## src/rtl/core/mfba_pkg.sv

```systemverilog
// Shared widths, register indexes and control/status bundles for the max-flow block.
package mfba_pkg;

   localparam int MAX_VERTICES_DEF = 64;
   localparam int FLOW_W           = 48;
   localparam int VTX_W            = 6;
   localparam int ECAP_W           = 31;
   localparam int VCNT_W           = 7;
   localparam int CSR_IDX_W        = 2;
   localparam int CSR_DATA_W       = 7;

   localparam logic [VTX_W-1:0]  SOURCE_RESET = 6'd0;
   localparam logic [VTX_W-1:0]  SINK_RESET   = 6'd1;
   localparam logic [VCNT_W-1:0] VCOUNT_RESET = 7'd64;

   typedef enum logic [CSR_IDX_W-1:0] {
      CSR_SOURCE = 2'd0,
      CSR_SINK   = 2'd1,
      CSR_VCOUNT = 2'd2
   } csr_index_type;

   // controller -> datapath
   typedef struct packed {
      logic clr_step;
      logic edge_capture;
      logic ld_read;
      logic ld_wr1;
      logic ld_wr2;
      logic flow_clear;
      logic bfs_init;
      logic q_pop;
      logic u_load;
      logic scan_issue;
      logic scan_check;
      logic walk_start;
      logic neck_init;
      logic walk_par;
      logic walk_cap;
      logic w1_min;
      logic w2_sub;
      logic w2_add;
      logic flow_add;
   } ctl_cmd_type;

   // datapath -> controller
   typedef struct packed {
      logic clr_last;
      logic edge_ok;
      logic edge_last;
      logic degenerate;
      logic q_empty;
      logic scan_last;
      logic found;
      logic walk_done;
   } dp_status_type;

endpackage

```

## src/rtl/core/mfba_ctrl.sv

```systemverilog
// Controller: sequences clearing, edge loading, searches and augmentation.
module mfba_ctrl (
   input  logic                    clock,
   input  logic                    reset,
   input  logic                    start,
   output logic                    busy,
   output logic                    rsp_valid,
   output mfba_pkg::ctl_cmd_type   cmd,
   input  mfba_pkg::dp_status_type status
);
   import mfba_pkg::*;

   typedef enum logic [4:0] {
      ST_CLEAR, ST_IDLE, ST_LD_RD, ST_LD_WR1, ST_LD_WR2, ST_CHECK,
      ST_BFS_INIT, ST_POP, ST_U, ST_SCAN, ST_DRAIN,
      ST_W1_INIT, ST_W1_PAR, ST_W1_CAP, ST_W1_MIN,
      ST_W2_INIT, ST_W2_PAR, ST_W2_CAP, ST_W2_SUB, ST_W2_ADD,
      ST_FLOW, ST_DONE
   } state_type;

   state_type state_ff, state_in;
   logic      rsp_valid_ff;

   always_comb begin
      state_in = state_ff;
      cmd      = '0;
      case (state_ff)
         ST_CLEAR: begin
            cmd.clr_step = 1'b1;
            if (status.clr_last) state_in = ST_IDLE;
         end
         ST_IDLE: begin
            if (start) begin
               cmd.edge_capture = 1'b1;
               state_in = ST_LD_RD;
            end
         end
         ST_LD_RD: begin
            if (status.edge_ok) begin
               cmd.ld_read = 1'b1;
               state_in = ST_LD_WR1;
            end else if (status.edge_last) begin
               state_in = ST_CHECK;
            end else begin
               state_in = ST_IDLE;
            end
         end
         ST_LD_WR1: begin
            cmd.ld_wr1 = 1'b1;
            state_in = ST_LD_WR2;
         end
         ST_LD_WR2: begin
            cmd.ld_wr2 = 1'b1;
            state_in = status.edge_last ? ST_CHECK : ST_IDLE;
         end
         ST_CHECK: begin
            cmd.flow_clear = 1'b1;
            state_in = status.degenerate ? ST_DONE : ST_BFS_INIT;
         end
         ST_BFS_INIT: begin
            cmd.bfs_init = 1'b1;
            state_in = ST_POP;
         end
         ST_POP: begin
            if (status.q_empty) begin
               state_in = ST_DONE;
            end else begin
               cmd.q_pop = 1'b1;
               state_in = ST_U;
            end
         end
         ST_U: begin
            cmd.u_load = 1'b1;
            state_in = ST_SCAN;
         end
         ST_SCAN: begin
            cmd.scan_check = 1'b1;
            cmd.scan_issue = 1'b1;
            if (status.found) state_in = ST_W1_INIT;
            else if (status.scan_last) state_in = ST_DRAIN;
         end
         ST_DRAIN: begin
            cmd.scan_check = 1'b1;
            state_in = status.found ? ST_W1_INIT : ST_POP;
         end
         ST_W1_INIT: begin
            cmd.walk_start = 1'b1;
            cmd.neck_init  = 1'b1;
            state_in = ST_W1_PAR;
         end
         ST_W1_PAR: begin
            if (status.walk_done) begin
               state_in = ST_W2_INIT;
            end else begin
               cmd.walk_par = 1'b1;
               state_in = ST_W1_CAP;
            end
         end
         ST_W1_CAP: begin
            cmd.walk_cap = 1'b1;
            state_in = ST_W1_MIN;
         end
         ST_W1_MIN: begin
            cmd.w1_min = 1'b1;
            state_in = ST_W1_PAR;
         end
         ST_W2_INIT: begin
            cmd.walk_start = 1'b1;
            state_in = ST_W2_PAR;
         end
         ST_W2_PAR: begin
            if (status.walk_done) begin
               state_in = ST_FLOW;
            end else begin
               cmd.walk_par = 1'b1;
               state_in = ST_W2_CAP;
            end
         end
         ST_W2_CAP: begin
            cmd.walk_cap = 1'b1;
            state_in = ST_W2_SUB;
         end
         ST_W2_SUB: begin
            cmd.w2_sub = 1'b1;
            state_in = ST_W2_ADD;
         end
         ST_W2_ADD: begin
            cmd.w2_add = 1'b1;
            state_in = ST_W2_PAR;
         end
         ST_FLOW: begin
            cmd.flow_add = 1'b1;
            state_in = ST_BFS_INIT;
         end
         ST_DONE: begin
            state_in = ST_CLEAR;
         end
         default: state_in = ST_CLEAR;
      endcase
   end

   always_ff @(posedge clock) begin
      if (reset) begin
         state_ff     <= ST_CLEAR;
         rsp_valid_ff <= 1'b0;
      end else begin
         state_ff     <= state_in;
         rsp_valid_ff <= (state_in == ST_DONE);
      end
   end

   assign busy      = (state_ff != ST_IDLE);
   assign rsp_valid = rsp_valid_ff;

`ifndef ASSERT_OFF
   a_single_strobe: assert property (@(posedge clock) disable iff (reset)
      rsp_valid |=> !rsp_valid)
      else $error("result strobe longer than one cycle");
   a_start_taken: assert property (@(posedge clock) disable iff (reset)
      (start && !busy) |=> busy)
      else $error("accepted item did not make the block busy");
   a_found_in_scan: assert property (@(posedge clock) disable iff (reset)
      status.found |-> (state_ff == ST_SCAN || state_ff == ST_DRAIN))
      else $error("sink discovery outside the neighbor scan");
   a_result_after_clear: assert property (@(posedge clock) disable iff (reset)
      rsp_valid |=> (state_ff == ST_CLEAR))
      else $error("matrix clear did not follow the result");
`endif

endmodule

```

## config.mk

```make
export PLATFORM = sky130hd
export DESIGN_NAME = mfba_ctrl
export DESIGN_NICKNAME = d
export VERILOG_FILES = /design/src/rtl/core/mfba_pkg.sv /design/src/rtl/core/mfba_ctrl.sv
export SDC_FILE = /design/constraint.sdc
export NUM_CORES = 1
export LEC_CHECK = 0
export BUFFER_PORTS_ARGS = -buffer_cell sky130_fd_sc_hd__buf_2
export CAP_MARGIN = 40
export CORE_UTILIZATION = 35
export CTS_BUF_LIST = sky130_fd_sc_hd__clkbuf_2 sky130_fd_sc_hd__clkbuf_4 sky130_fd_sc_hd__clkbuf_8
export DETAILED_ROUTE_END_ITERATION = 6
export PLACE_DENSITY = 0.63
export SYNTH_ARGS = -nofsm -noshare
export SYNTH_HDL_FRONTEND = slang
export SYNTH_SLANG_ARGS = --single-unit
```

## constraint.sdc

```tcl
create_clock -name clock -period 1.7 [get_ports clock]
set_input_delay 0.51 -clock clock [delete_from_list [all_inputs] [get_ports clock]]
set_output_delay 0.51 -clock clock [all_outputs]
set_load 0.05 [all_outputs]
```

== Word-level counts from Yosys, hierarchy flattened ==
Cells that the tools add are included.

* Register bits: 6
* Output and inout port bits: 21
* Word-level logic and storage cells: 66

* Equality and inequality tests: 22
* Multiplexer cells: 35
* Reduce and logical (&&, ||, !) cells: 7

{| class="wikitable"
|+ Operator list
! cell !! number
|-
| $pmux 5 s19 || 1
|-
| $eq 5x4->1 const B || 8
|-
| $mux 5 || 7
|-
| $eq 5x5->1 const B || 6
|-
| $mux 1 || 23
|-
| $eq 5x3->1 const B || 4
|-
| $reduce_or 2->1 || 6
|-
| $eq 5x2->1 const B || 2
|-
| $mux 3 || 2
|-
| $eq 5x1->1 const B || 1
|-
| $logic_not 5->1 || 1
|-
| $ne 5x1->1 const B || 1
|-
| $mux 4 || 1
|-
| $mux 2 || 1
|}

== Longest topological paths before layout ==
Gate-level depths: netlist of the first run.

* Depth in word-level cells: 4
* Mapped depth: 7
* Gate-level depth less buffers: 5

== Least setup slack after synthesis of the first run ==
Ideal clock, no wire load.

* Path kind: register -> output
* Start: register state_ff[0]
* End: output port cmd[3] (netlist name)
* Arrival time: 2168 ps
* Slack: -978 ps
* Cell stages (with the launch flop): 4
* Buffers on the path: 1
* Cell sequence: dfxtp_1 buf_2 nand2b_1 nor4_1

{| class="wikitable"
|+ RTL lines
! item !! line !! text
|-
| start: declaration || mfba_ctrl.sv:21 || <nowiki>state_type state_ff, state_in;</nowiki>
|-
| start signal: assignment || mfba_ctrl.sv:147 || <nowiki>state_ff <= state_in;</nowiki>
|-
| end: declaration || mfba_ctrl.sv:8 || <nowiki>output mfba_pkg::ctl_cmd_type cmd,</nowiki>
|}

==> results of run 1 <==
-- worst min path at each step --
stage	slack, ns	from	cells after the start	endpoint
4_1_cts	0.44	reset	2	state_ff[3]
6_report	0.46	reset	2	state_ff[3]
3_3_place_gp	0.68	state_ff[4]	2	state_ff[3]
5_1_grt	0.46	reset	2	state_ff[3]
3_5_place_dp	0.69	state_ff[4]	2	state_ff[3]
2_1_floorplan	0.59	reset	1	state_ff[3]
-- stage by stage --
stage	util, %	worst slack (ns)	instance area, µm²	TNS, ns
global route	94.8	-0.307	1840	-5.70
finish	94.9	-0.267	1840	-4.77
global placement	66.9	-0.106	1300	-0.954
detailed placement	66.9	-0.105	1300	-1.11
CTS	86.9	-0.264	1690	-3.28
floorplan	-	-0.174	901	-1.23
-- layer usage --
layer / vias to the layer above / wire length [µm] / track usage [%]
met2: 141 / 2380 / 67.4
met3: 52 / 544 / 8.08
met5: - / 0 / 0
met1: 622 / 1670 / 43.0
li1: 549 / - / -
met4: 0 / 401 / 21.1
-- worst reg2reg max path, cell delays in order, from the launching register on --
cell and delay [ns]:
dfxtp_2 0.33, buf_12 0.13, buf_8 0.13, buf_6 0.12, buf_6 0.12, nor2_1 0.17, o21ai_0 0.15, a21o_1 0.28
a21oi_1 0.20, and4bb_1 0.23
-- cell type report --
type | instances | area, µm² | share of cell area [%]
Antenna cell | 1 | 2.50 | 0.136
Clock buffer | 3 | 22.5 | 1.22
Inverter | 4 | 15.0 | 0.815
Multi-Input combinational cell | 88 | 841 | 45.6
Sequential cell | 6 | 134 | 7.26
Tap cell | 27 | 33.8 | 1.83
Timing Repair Buffer | 83 | 795 | 43.1
-- cell usage after synthesis (2+ instances only) --
master and number:
a211oi_1 2, a21o_1 2, a21oi_1 7, buf_4 4, buf_6 2, dfxtp_1 6
inv_1 4, nand2_1 6, nand2b_1 6, nand3_1 2, nand3b_1 2, nor2_1 22
nor2b_1 2, nor3_1 9, nor4_1 2, nor4_2 2, o21ai_0 5, o22ai_1 2
-- power by group through the flow --
| stage | clock network, mW | registers, mW | logic (mW) |
|---|---|---|---|
| final | 0.134 | 0.233 | 1.49 |
| after global routing | 0.145 | 0.231 | 1.53 |
| after CTS | 0.140 | 0.224 | 1.25 |
| after detailed placement | 0 | 0.214 | 0.965 |
| after global placement | 0 | 0.213 | 0.949 |
| after floorplan | 0 | 0.189 | 0.699 |
-- cell families (layout without fill, tap and decap cells) --
logic type,Yosys count,after routing,share of synthesized area (%)
AO/OA/AOI/OAI,28,28,26.4
other,0,1,0
flip-flops,6,6,16.7
buffers and inverters,12,90,10.6
AND/OR/NAND/NOR,58,58,42.8
multiplexers,2,2,3.48
-- registers in the layout, indices dropped and copies added (netlist names) --
name       count
state_ff       5
rsp_valid      1
-- timing repair --
item                       in CTS  in global routing
buffers inserted               15                  3
resized for setup              75                 32
setup endpoints to repair      21                 23
pin swaps                      17                 14
-- placed cells by master, fill, tap and decap left out, types with 2 or more instances in the layout --
| cell type | instances |
|---|---|
| a211oi_1 | 2 |
| o21ai_1 | 2 |
| buf_6 | 25 |
| buf_8 | 9 |
| a21o_1 | 2 |
| a21oi_4 | 2 |
| inv_1 | 2 |
| nand3b_1 | 2 |
| inv_2 | 2 |
| o21ai_2 | 2 |
| nor2_1 | 5 |
| nor4_4 | 3 |
| nor2_4 | 12 |
| buf_4 | 35 |
| nor3_4 | 5 |
| dfxtp_4 | 3 |
| nand2_1 | 3 |
| buf_2 | 11 |
| nand2_4 | 2 |
| nand2b_1 | 4 |
| buf_12 | 3 |
| nor3_1 | 4 |
| dfxtp_2 | 2 |
| or2_4 | 2 |
| nor2_2 | 5 |
| o21ai_0 | 3 |
| clkbuf_4 | 3 |
| a21oi_1 | 4 |
==> key figures, run 1 <==
Timing
  • Fin crit share: 116%
  • Max transition margin: 70.3%
  • Unrepaired setup endpoints after global routing: true
  • Worst Slack Setup Final: -0.267 ns
  • Final hold slack: 0.462 ns
  • Max Fclk: 508 MHz
  • Worst slew pin tran: 0.442 ns
  • Pins over their slew limit: 0
  • Final worst path period need: 1.97 ns
  • Final setup violation count: 25
  • Clk_skew: 0.0123 ns
  • Fin. Hold Viols: 0

Setup path
  • Worst Path Max Fanout: 4
  • Setup crit end: cmd[16]
  • Startpoint Class: flip-flop
  • WS Path Type: flip-flop to output pin
  • Top delay family on crit path: simple AND/OR/NAND/NOR gates
  • Worst r2r dst: rsp_valid
  • Worst path required time: 1.19 ns
  • R2R setup slack: -0.23 ns
  • CP Capture Type: output pin
  • Worst r2r path cells: 9
  • Slowest cell on crit path: or3_4
  • Buffers and inverters on the worst path: 2
  • CP Depth: 4
  • Origin of the critical flop-to-flop path: state_ff[1]
  • Critical Path Most Common Cell: buf_6
  • Max stage delay on crit path: 0.42 ns
  • Critical path origin: state_ff[4]
  • Worst EP arrival: 1.46 ns
  • CP cell instances: buf_6, or3_4, nor3_4, buf_6

Power
  • Switching part of the total: 50.7%
  • Combinational power share: 80.3%
  • Clock share of power: 7.2%
  • Reg power frac: 12.5%
  • P_leak: 0.752 nW
  • Cell internal pwr: 0.918 mW
  • IR drop worst, VDD: 842 µV
  • Power density over the cells: 1010 mW/mm²
  • Power, Total: 1.86 mW
  • Total net switching power: 0.943 mW

Global routing
  • Tot GR Track Use: 38.5%
  • Global route total overflow: 0
  • Vias in the first global route: 1,207
  • Global-route wire length before repair: 5840 µm
  • Pin count of the biggest net entering global routing: 10
  • Initial antenna violation count: 0

Place
  • Dpl cells: 190
  • Post-DP HPWL: 2230 µm
  • IO Port Bufs: 31
  • RePlAce Congestion: 0.940

Synthesis
  • Yosys top cell area share: 16.7%
  • Most used DFF post-synth: dfxtp_1
  • Synth Warn #: 0
  • Mapped Area: 719 µm²
  • Mapped Nets: 117
  • Async S/R FF share, synth: 0%
  • Seq/Total Area, Yosys: 16.7%
  • Top cells by area, synth: dfxtp_1, nor2_1, nor3_1
  • Synth area leader: dfxtp_1
  • Post-Syn Instances: 106
  • Post-synth EDFFs: 0
  • Post-Syn Area per Cell: 6.79 µm²
  • Flops & latches, synth: 6
  • Synth unique cells: 37

Floorplanning
  • Die area: 0.00224 mm²
  • Die Wd: 47.3 µm
  • Initial Utilization: 37.0%
  • Num ports: 32
  • Rows: 16
  • Core Box Area: 0.00194 mm²
  • Die height: 47.3 µm

Routing
  • First-pass iteration count of the detailed router: 5
  • Drc violations: 0
  • Iter 0 DRT Violations: 106
  • Total number of vias: 1,364
  • Via-per-instance ratio: 6.43
  • Final WL: 4990 µm
  • DRT antenna net count: 0
  • WL per Instance: 23.6 µm

Run
  • Max-cap violations: 0

Final layout
  • Final Non-Filler Cells: 212
  • Layout cells sized above 1: 76.6%
  • Fin nets: 197
  • Area grow syn2layout: 156%
  • Fillers: 55

Worst hold path
  • Hold Path Class: primary input to flip-flop

Status
  • Status: complete, but fails checks
  • Failing checks: setup timing

Clock tree
  • TritonCTS clock tree: built
  • Clk sinks: 6
  • CTS max path bufs: 2
  • Cts bufs inserted: 3
  • Clock Pin Slew Worst Setup and Hold Paths: 0.05 ns
  • Clock latency on the worst-skew pair: 0.25 ns
  • H-tree depth: 1
  • Clock root cell: clkbuf_4
  • Post-CTS Hold Buffers: 0
Power figures use the tool's default switching activity.
==> run 2, diff against run 1 <==
MAX_ROUTING_LAYER = met4   (was unset)
==> run 2 against run 1 <==
Net effect:
- the run still ends with setup timing left
- combinational power shrank 4%
- sequential share of layout area grew 0.22 points
- global-route usage grew 3.5 points
- non-clock buffer count is the same
- power shrank 1.8%
- fmax shrank 6.4%
- cell area shrank 1.2%
==> key figures, run 2 (synthesis results as in run 1) <==
Status
  • Status: complete, but fails checks
  • Failing checks: setup timing

Global routing
  • Tot GR Track Use: 42.1% (+3.5 points)
  • Vias in the first global route: 1,203 (-0.33%)
  • Global route total overflow: 0 (unchanged)
  • Pin count of the biggest net entering global routing: 10 (unchanged)
  • Global-route wire length before repair: 6210 µm (+6.4%)
  • Initial antenna violation count: 0 (unchanged)

Final layout
  • Most frequent cells in the layout: buf_4, buf_6, nor2_4, buf_2, buf_8
  • Area grow syn2layout: 153%
  • Fin nets: 197 (unchanged)
  • Register area: 136 µm² (+1.9%)
  • Commonest non-fill, non-tap cell in the layout: buf_4
  • Fillers: 59 (+7.3%)
  • Footprint of the multi-input gates: 792 µm² (-5.8%)
  • Number of flip-flops in the largest register: 5 (unchanged)
  • Largest Register: state_ff
  • Layout cells sized above 1: 72.8% (-3.8 points)
  • Antenna diodes: 0 (-1)
  • Final instance area: 0.00182 mm² (-1.2%)
  • Post-layout util: 93.8% (-1.1 points)

Setup path
  • Buffers and inverters on the worst path: 3 (+1)
  • Startpoint Class: flip-flop
  • Worst EP arrival: 2.24 ns (+0.78 ns)
  • Worst Path Max Fanout: 5 (+1)
  • WS Path Type: flip-flop to flip-flop
  • CP cell instances: buf_6, nand2b_1, nor2_2, buf_4, buf_4, a32o_1, nor4_2, and4bb_1
  • Critical Path Most Common Cell: buf_4
  • Worst path required time: 1.84 ns (+0.65 ns)
  • CP Capture Type: flip-flop
  • Top delay family on crit path: simple AND/OR/NAND/NOR gates
  • Slowest cell on crit path: nor4_2
  • Max stage delay on crit path: 0.40 ns (-0.02 ns)

Routing
  • DRT antenna net count: 0 (unchanged)
  • Iter 0 DRT Violations: 138 (+30%)
  • Drc violations: 0 (unchanged)
  • WL per Instance: 24.5 µm (+3.9%)
  • Total number of vias: 1,388 (+1.8%)
  • First-pass iteration count of the detailed router: 7 (+2)
  • Final WL: 5160 µm (+3.4%)
  • Via-per-instance ratio: 6.58 (+2.2%)

Timing
  • Worst slew pin tran: 0.384 ns (-0.0584 ns)
  • Final setup violation count: 24 (-4.0%)
  • Final hold slack: 0.467 ns (+0.00589 ns)
  • Max transition margin: 74.2% (+3.9 points)
  • Final worst path period need: 2.10 ns (+0.134 ns)
  • Max Fclk: 476 MHz (-6.4%)
  • Fin crit share: 124% (+7.9 points)
  • Worst Slack Setup Final: -0.401 ns (-0.134 ns)
  • Clk_skew: 0.00796 ns (-0.00438 ns)
  • Unrepaired setup endpoints after global routing: true
  • Pins over their slew limit: 0 (unchanged)
  • Fin. Hold Viols: 0 (unchanged)

Power
  • IR drop worst, VDD: 911 µV (+8.1%)
  • Power density over the cells: 1000 mW/mm² (-0.68%)
  • P_leak: 0.747 nW (-0.68%)
  • Total net switching power: 0.938 mW (-0.51%)
  • Clock share of power: 8.1% (+0.9 points)
  • Switching part of the total: 51.4% (+0.68 points)
  • Combinational power share: 78.2% (-2.1 points)
  • Reg power frac: 13.7% (+1.2 points)
  • Cell internal pwr: 0.889 mW (-3.2%)

Clock tree
  • Clock root cell: clkbuf_4
  • Clock Pin Slew Worst Setup and Hold Paths: 0.06 ns (about the same)
  • Clock latency on the worst-skew pair: 0.26 ns (about the same)
  • TritonCTS clock tree: built
  • Cts bufs inserted: 3 (unchanged)
  • Clk sinks: 6 (unchanged)
  • CTS max path bufs: 2 (unchanged)
  • H-tree depth: 1 (unchanged)

Floorplanning
  • Die area: 0.00224 mm² (unchanged)
  • Rows: 16 (unchanged)
  • Core Box Area: 0.00194 mm² (unchanged)
  • Die Wd: 47.3 µm (unchanged)
  • Num ports: 32 (unchanged)
  • Die height: 47.3 µm (unchanged)
  • Initial Utilization: 37.0% (unchanged)

Place
  • RePlAce Congestion: 0.911 (-3.0%)
  • IO Port Bufs: 31 (unchanged)
  • Area after DPL: 0.00129 mm² (-0.58%)
  • Post-DP HPWL: 2180 µm (-2.4%)
  • Setup Slack @ Placement: -0.128 ns (-0.0232 ns)

Run
  • Max-cap violations: 0 (unchanged)

Worst hold path
  • Hold Path Class: primary input to flip-flop
run 2: per-layer routing:
layer / track usage, % / share of wire (%) / vias up
met5: - / 0 / -
met4: 21.7 / 7.4 / 0
met3: 10.4 / 13 / 50
met2: 67.1 / 46 / 172
met1: 48.1 / 33 / 621
li1: - / - / 545
run 2: final timing paths:
path                             startpoint  cells past startpoint     endpoint  slack [ns]
worst max-delay path            state_ff[3]                      8    rsp_valid       -0.40
worst min-delay path                  reset                      2  state_ff[3]        0.47
worst max register to register  state_ff[3]                      8    rsp_valid       -0.40
worst min register to register  state_ff[4]                      2  state_ff[3]        0.69
run 2: metrics by stage:
step,TNS (ns),total power [mW],instances
6_report,-4.96,1.83,211
2_1_floorplan,-1.23,0.888,106
5_1_grt,-5.96,1.87,211
3_3_place_gp,-0.791,1.17,189
3_5_place_dp,-1.06,1.18,189
4_1_cts,-2.79,1.61,207
run 2: final cells by class:
cell class / instances / area share (%)
Tap cell: 27 / 1.85
Sequential cell: 6 / 7.49
Clock buffer: 3 / 1.24
Multi-Input combinational cell: 88 / 43.5
Timing Repair Buffer: 83 / 45.0
Inverter: 4 / 0.962
run 2: timing repair:
item                       CTS  global route
pin swaps                   19            12
gates resized for setup     78            19
setup endpoints to repair   22            24
setup buffers               14             8
hold buffers                 0             0
gates cloned                 2             0
run 2: power by group through the flow:
stage / registers, mW / clock network, mW / logic (mW)
3_3_place_gp: 0.213 / 0 / 0.958
5_1_grt: 0.250 / 0.161 / 1.46
4_1_cts: 0.236 / 0.131 / 1.24
2_1_floorplan: 0.189 / 0 / 0.699
6_report: 0.250 / 0.147 / 1.43
3_5_place_dp: 0.212 / 0 / 0.971
run 2: worst reg2reg max path: cells and delay by family, from the launching register on:
family                 cells  cell delay (ns)
AOI/OAI and AO/OA          1             0.29
buffers and inverters      3             0.40
DFF                        1             0.35
and+or+nand+nor            4             0.95
